==> config.mk <==
export PLATFORM = sky130hd
export DESIGN_NAME = modexp_ctrl
export DESIGN_NICKNAME = d
export VERILOG_FILES = /design/src/hw/rtl/modexp_pkg.sv /design/src/hw/rtl/modexp_ctrl.sv
export SDC_FILE = /design/constraint.sdc
export NUM_CORES = 1
export LEC_CHECK = 0
export ABC_AREA = 1
export BUFFER_PORTS_ARGS = -buffer_cell sky130_fd_sc_hd__buf_2
export CORE_AREA = 5 5 42 44
export DETAILED_ROUTE_END_ITERATION = 16
export DIE_AREA = 0 0 47 49
export SKIP_CTS_REPAIR_TIMING = 1
export SLEW_MARGIN = 15
export SYNTH_ARGS = -nofsm -noshare
export SYNTH_HDL_FRONTEND = slang
export SYNTH_SLANG_ARGS = --single-unit
==> constraint.sdc <==
create_clock -name clk -period 2.6 [get_ports clk]
set_input_delay 0 -clock clk [delete_from_list [all_inputs] [get_ports clk]]
set_output_delay 0 -clock clk [all_outputs]
set_load 0.02 [all_outputs]
==> src/hw/rtl/modexp_pkg.sv <==
// Shared constants, command and status types, and controller states for modular exponentiation.
package modexp_pkg;

  // Width of the data ports and of the configuration data
  localparam int DATA_BITS = 32;
  // Kept modulus bits and exponent bits that take part
  localparam int MOD_BITS  = 32;
  localparam int EXP_BITS  = 32;
  localparam int EXP_USE   = (EXP_BITS < DATA_BITS) ? EXP_BITS : DATA_BITS;
  // Dividend width of the shift-subtract reducer: a full product or a raw base
  localparam int PROD_BITS = (2 * MOD_BITS > DATA_BITS) ? 2 * MOD_BITS : DATA_BITS;
  localparam int CNT_BITS  = $clog2(PROD_BITS);

  typedef enum logic [2:0] {
    ST_IDLE,
    ST_BASE,
    ST_BASE_END,
    ST_MUL,
    ST_RED,
    ST_UPD,
    ST_DONE
  } state_t;

  typedef struct packed {
    logic load;       // capture a request and start the base reduction
    logic step;       // one shift-subtract step in both reducer lanes
    logic take_base;  // latch the reduced base
    logic mul;        // load both lanes with fresh products
    logic update;     // commit square, conditionally the product, shift exponent
    logic out_load;   // move the result into the output register
  } dp_cmd_t;

  typedef struct packed {
    logic in_exp_zero;    // exponent of the offered request is zero
    logic red_last;       // reducer is on its final step
    logic exp_rest_zero;  // no set exponent bits above the current one
    logic out_free;       // output register can take a result this cycle
  } dp_sts_t;

endpackage

==> src/hw/rtl/modexp_ctrl.sv <==
// Controller: sequences base reduction, per-bit multiply and reduce, and result hand-off.
module modexp_ctrl (
  input  logic                  clk,
  input  logic                  rst,
  input  logic                  in_valid,
  output logic                  in_stall,
  output modexp_pkg::dp_cmd_t   cmd,
  input  modexp_pkg::dp_sts_t   sts
);
  import modexp_pkg::*;

  state_t state;
  state_t state_next;

  always_ff @(posedge clk) begin
    if (rst) begin
      state <= ST_IDLE;
    end else begin
      state <= state_next;
    end
  end

  always_comb begin
    state_next = state;
    case (state)
      ST_IDLE: begin
        if (in_valid) begin
          state_next = sts.in_exp_zero ? ST_DONE : ST_BASE;
        end
      end
      ST_BASE: begin
        if (sts.red_last) state_next = ST_BASE_END;
      end
      ST_BASE_END: state_next = ST_MUL;
      ST_MUL:      state_next = ST_RED;
      ST_RED: begin
        if (sts.red_last) state_next = ST_UPD;
      end
      ST_UPD: begin
        state_next = sts.exp_rest_zero ? ST_DONE : ST_MUL;
      end
      ST_DONE: begin
        if (sts.out_free) state_next = ST_IDLE;
      end
      default: state_next = ST_IDLE;
    endcase
  end

  always_comb begin
    in_stall = 1'b1;
    cmd      = '0;
    case (state)
      ST_IDLE: begin
        in_stall = 1'b0;
        cmd.load = in_valid;
      end
      ST_BASE:     cmd.step      = 1'b1;
      ST_BASE_END: cmd.take_base = 1'b1;
      ST_MUL:      cmd.mul       = 1'b1;
      ST_RED:      cmd.step      = 1'b1;
      ST_UPD:      cmd.update    = 1'b1;
      ST_DONE:     cmd.out_load  = sts.out_free;
      default: begin
        in_stall = 1'b1;
      end
    endcase
  end

endmodule

==> results by group <==
Layout
  • Top Registers: state x3
  • Fillers: 171
  • Commonest cells after routing, fill and taps aside: nand2_1 (15), buf_2 (13), inv_1 (8), nand3_1 (7), nor2_2 (4)
  • Net count reported at finish: 77
  • Max reg flops: 3
  • Area growth from synthesis to layout: 41.99%
  • Largest Register: state
  • Inserted Diodes: 0
  • Finished Layout Cells: 85
  • Commonest non-fill, non-tap cell in the layout: nand2_1
  • Layout cells sized above 1: 0.3913

Global routing
  • First-pass GRT wire length: 1.152 mm
  • Initial antenna violation count: 0
  • Largest net degree at the start of global routing: 10
  • GR Overflow Total: 0
  • Number of global-route vias before repair: 312
  • Gr usage total: 0.06897

Clock network
  • CTS tree: done
  • Clock tree buffer depth: 2
  • Worst skew pair latency: 0.23 ns
  • TritonCTS buffer count: 3
  • H-tree depth: 1
  • # clock sinks: 3
  • Clock-pin transition on the worst setup and hold timing paths: 0.04 ns
  • Clock Tree Root: clkbuf_4

Detailed routing
  • Iter 0 DRT Violations: 13
  • Post-Route WL: 728 um
  • Routed Antenna Nets: 0
  • Wire per inst: 8.565 um
  • DR DRC count: 0
  • Drt pass-1 iters: 4
  • Vias post-DR: 364
  • DR vias/cell: 4.282

Placed design
  • Post-DP HPWL: 602.2 um
  • PortBufs: 13
  • Placed Instances: 80
  • Gpl congestion: 0.7725

Critical path
  • Worst reg2reg path depth: 7
  • RR Endpoint: state[2]$_SDFFE_PP0P_
  • Crit path DAT: 1.20 ns
  • Crit path largest cell delay: 0.35 ns
  • Slowest cell on the critical path: dfxtp_1
  • CP bufs+invs: 1
  • WP data required: 2.60 ns
  • Reg-to-Reg Start: state[2]$_SDFFE_PP0P_
  • Worst setup EP type: output port
  • Critical path cell sequence: nor2_2 -> nand2_1 -> nor2_1 -> buf_2
  • Worst path top cell family by delay: simple AND/OR/NAND/NOR gates
  • R2R Setup Slk: 1.42 ns
  • CP Max Fanout: 6
  • Setup CP Type: flip-flop to output port
  • Worst setup SP type: flip-flop

Floorplan
  • IO Count: 14
  • Initial core utilization: 0.2062
  • # rows: 14
  • Full die area: 2303 um^2
  • Die X: 47 um
  • Die height: 49 um
  • Core box area: 1401 um^2

STA
  • Period minus WS final: 1.198 ns
  • Final Hold Viols: 0
  • Final setup violation count: 0
  • RSZ-0062 raised after global routing: no
  • Setup TNS: 0 ns
  • Clk_skew: 0.003532 ns
  • Fmax: 0.8348 GHz
  • Tcrit/Tclk final: 0.4607
  • Relative slew slack: 0.8259
  • Worst-margin pin slew: 0.2608 ns
  • Fin. max-slew vios: 0

Yosys
  • Yosys cell types: 14
  • Post-Synthesis Cells: 51
  • Synthesized-area fraction occupied by and/or/nand/nor cells: 0.5801
  • Syn_nets: 58
  • Largest family of logic cells by synthesized area: simple AND/OR/NAND/NOR gates
  • Synth Area in Compound Gates: 0.08225
  • Post-synthesis adder-cell area fraction: 0
  • Synth top area cells: dfxtp_1 (21%), nand2_1 (19%), nand3_1 (12%)
  • FF+latch count, synth: 3
  • Share of the synthesized area in the top cell type: 0.2078
  • Cell Area, Synth: 289.0 um^2
  • Synth Area per Inst: 5.667 um^2
  • Mux contribution to synthesized area: 0
  • Xor and xnor area share after synthesis: 0
  • Seq/Total Area, Yosys: 0.2078
  • Warnings from Yosys: 0
  • Yosys top cell by area: dfxtp_1

Min path
  • Hold path endpoint: state[0]$_SDFFE_PP0P_
  • Hold WC Path Type: input pin to flip-flop
  • Min-delay src: sts[2]
  • WHS Path Cells: 4

Power and ir drop
  • P_sw: 0.0002942 W
  • Clock power frac: 0.146
  • Share of power burned in registers: 0.196
  • Internal power: 0.0002444 W
  • Comb pwr share: 0.658
  • Sw frac: 0.5462
  • Maximum VDD drop: 0.4413 mV
  • Leakage: 0.2406 nW
  • Pwr dens: 1312 nW/um^2

Status
  • Status: finished clean

Run
  • MaxCap Viol Count: 0
==> stage by stage <==
stage                       util  setup WS, ns  total power, W  instance area, um^2  hold WS, ns
final                     0.2929         1.402       0.0005386                410.4      0.09262
after CTS                 0.2857         1.393       0.0005413                400.4     -0.05106
after global routing      0.2929         1.303       0.0005898                410.4      0.09814
after floorplan                -         1.489       0.0003662                289.0      0.06244
after global placement    0.2670         1.429       0.0004566                374.1       0.1956
after detailed placement  0.2670         1.451       0.0004561                374.1       0.1921
==> power by group through the flow <==
stage               sequential [W]  combinational, W  clock [W]
floorplan                0.0000981          0.000268          0
global placement          0.000106          0.000351          0
detailed placement        0.000105          0.000351          0
CTS                       0.000104          0.000353  0.0000838
global route              0.000111          0.000390  0.0000890
finish                    0.000106          0.000354  0.0000785
==> kinds of logic (layout without fill, tap and decap cells) <==
kind of cell | after synthesis | count (layout)
AND/OR/NAND/NOR | 34 | 34
flip-flops | 3 | 3
buffers and inverters | 10 | 28
AO/OA/AOI/OAI | 4 | 4
==> how the worst max path moves through the flow <==
stage,from,endpoint,depth (start not counted)
2_1_floorplan,state[2]$_SDFFE_PP0P_,state[0]$_SDFFE_PP0P_,6
3_3_place_gp,state[2]$_SDFFE_PP0P_,state[2]$_SDFFE_PP0P_,7
3_5_place_dp,state[2]$_SDFFE_PP0P_,state[2]$_SDFFE_PP0P_,7
4_1_cts,state[0]$_SDFFE_PP0P_,cmd[5],4
5_1_grt,state[0]$_SDFFE_PP0P_,state[2]$_SDFFE_PP0P_,7
6_report,state[0]$_SDFFE_PP0P_,cmd[5],4
==> synth_stat cells <==
cell and n:
a21oi_1 2, nand2_2 2, nand3_1 7, inv_2 2, inv_1 8, nand3_2 2, o21ai_0 1, a21oi_2 1
dfxtp_1 3, nor3_1 1, nor2_1 2, nand4_1 1, nor2_2 4, nand2_1 15
==> layer usage <==
layer,vias up,global-route usage,share of wire
met5,-,0,0
li1,198,-,-
met3,0,0.04428,0.11
met4,0,0.01382,0
met1,150,0.09211,0.45
met2,16,0.09276,0.43
==> worst register-to-register path: stages, from the launching register on <==
cell,delay (ns)
dfxtp_1,0.45
inv_2,0.15
nand3_1,0.12
nand2_1,0.06
inv_1,0.05
nand3_1,0.08
nand2_1,0.10
a21oi_2,0.05
==> layout make-up <==
cell class                 count  area (um^2)  share of cell area
clock buffer                   4        26.28             0.06402
multi-input combinational     38        191.4              0.4665
inverter                      10        37.54             0.09146
sequential                     3        60.06              0.1463
timing repair buffer          14        75.07              0.1829
tap                           16        20.02             0.04878
No activity file was read; power rests on OpenSTA's default activity.
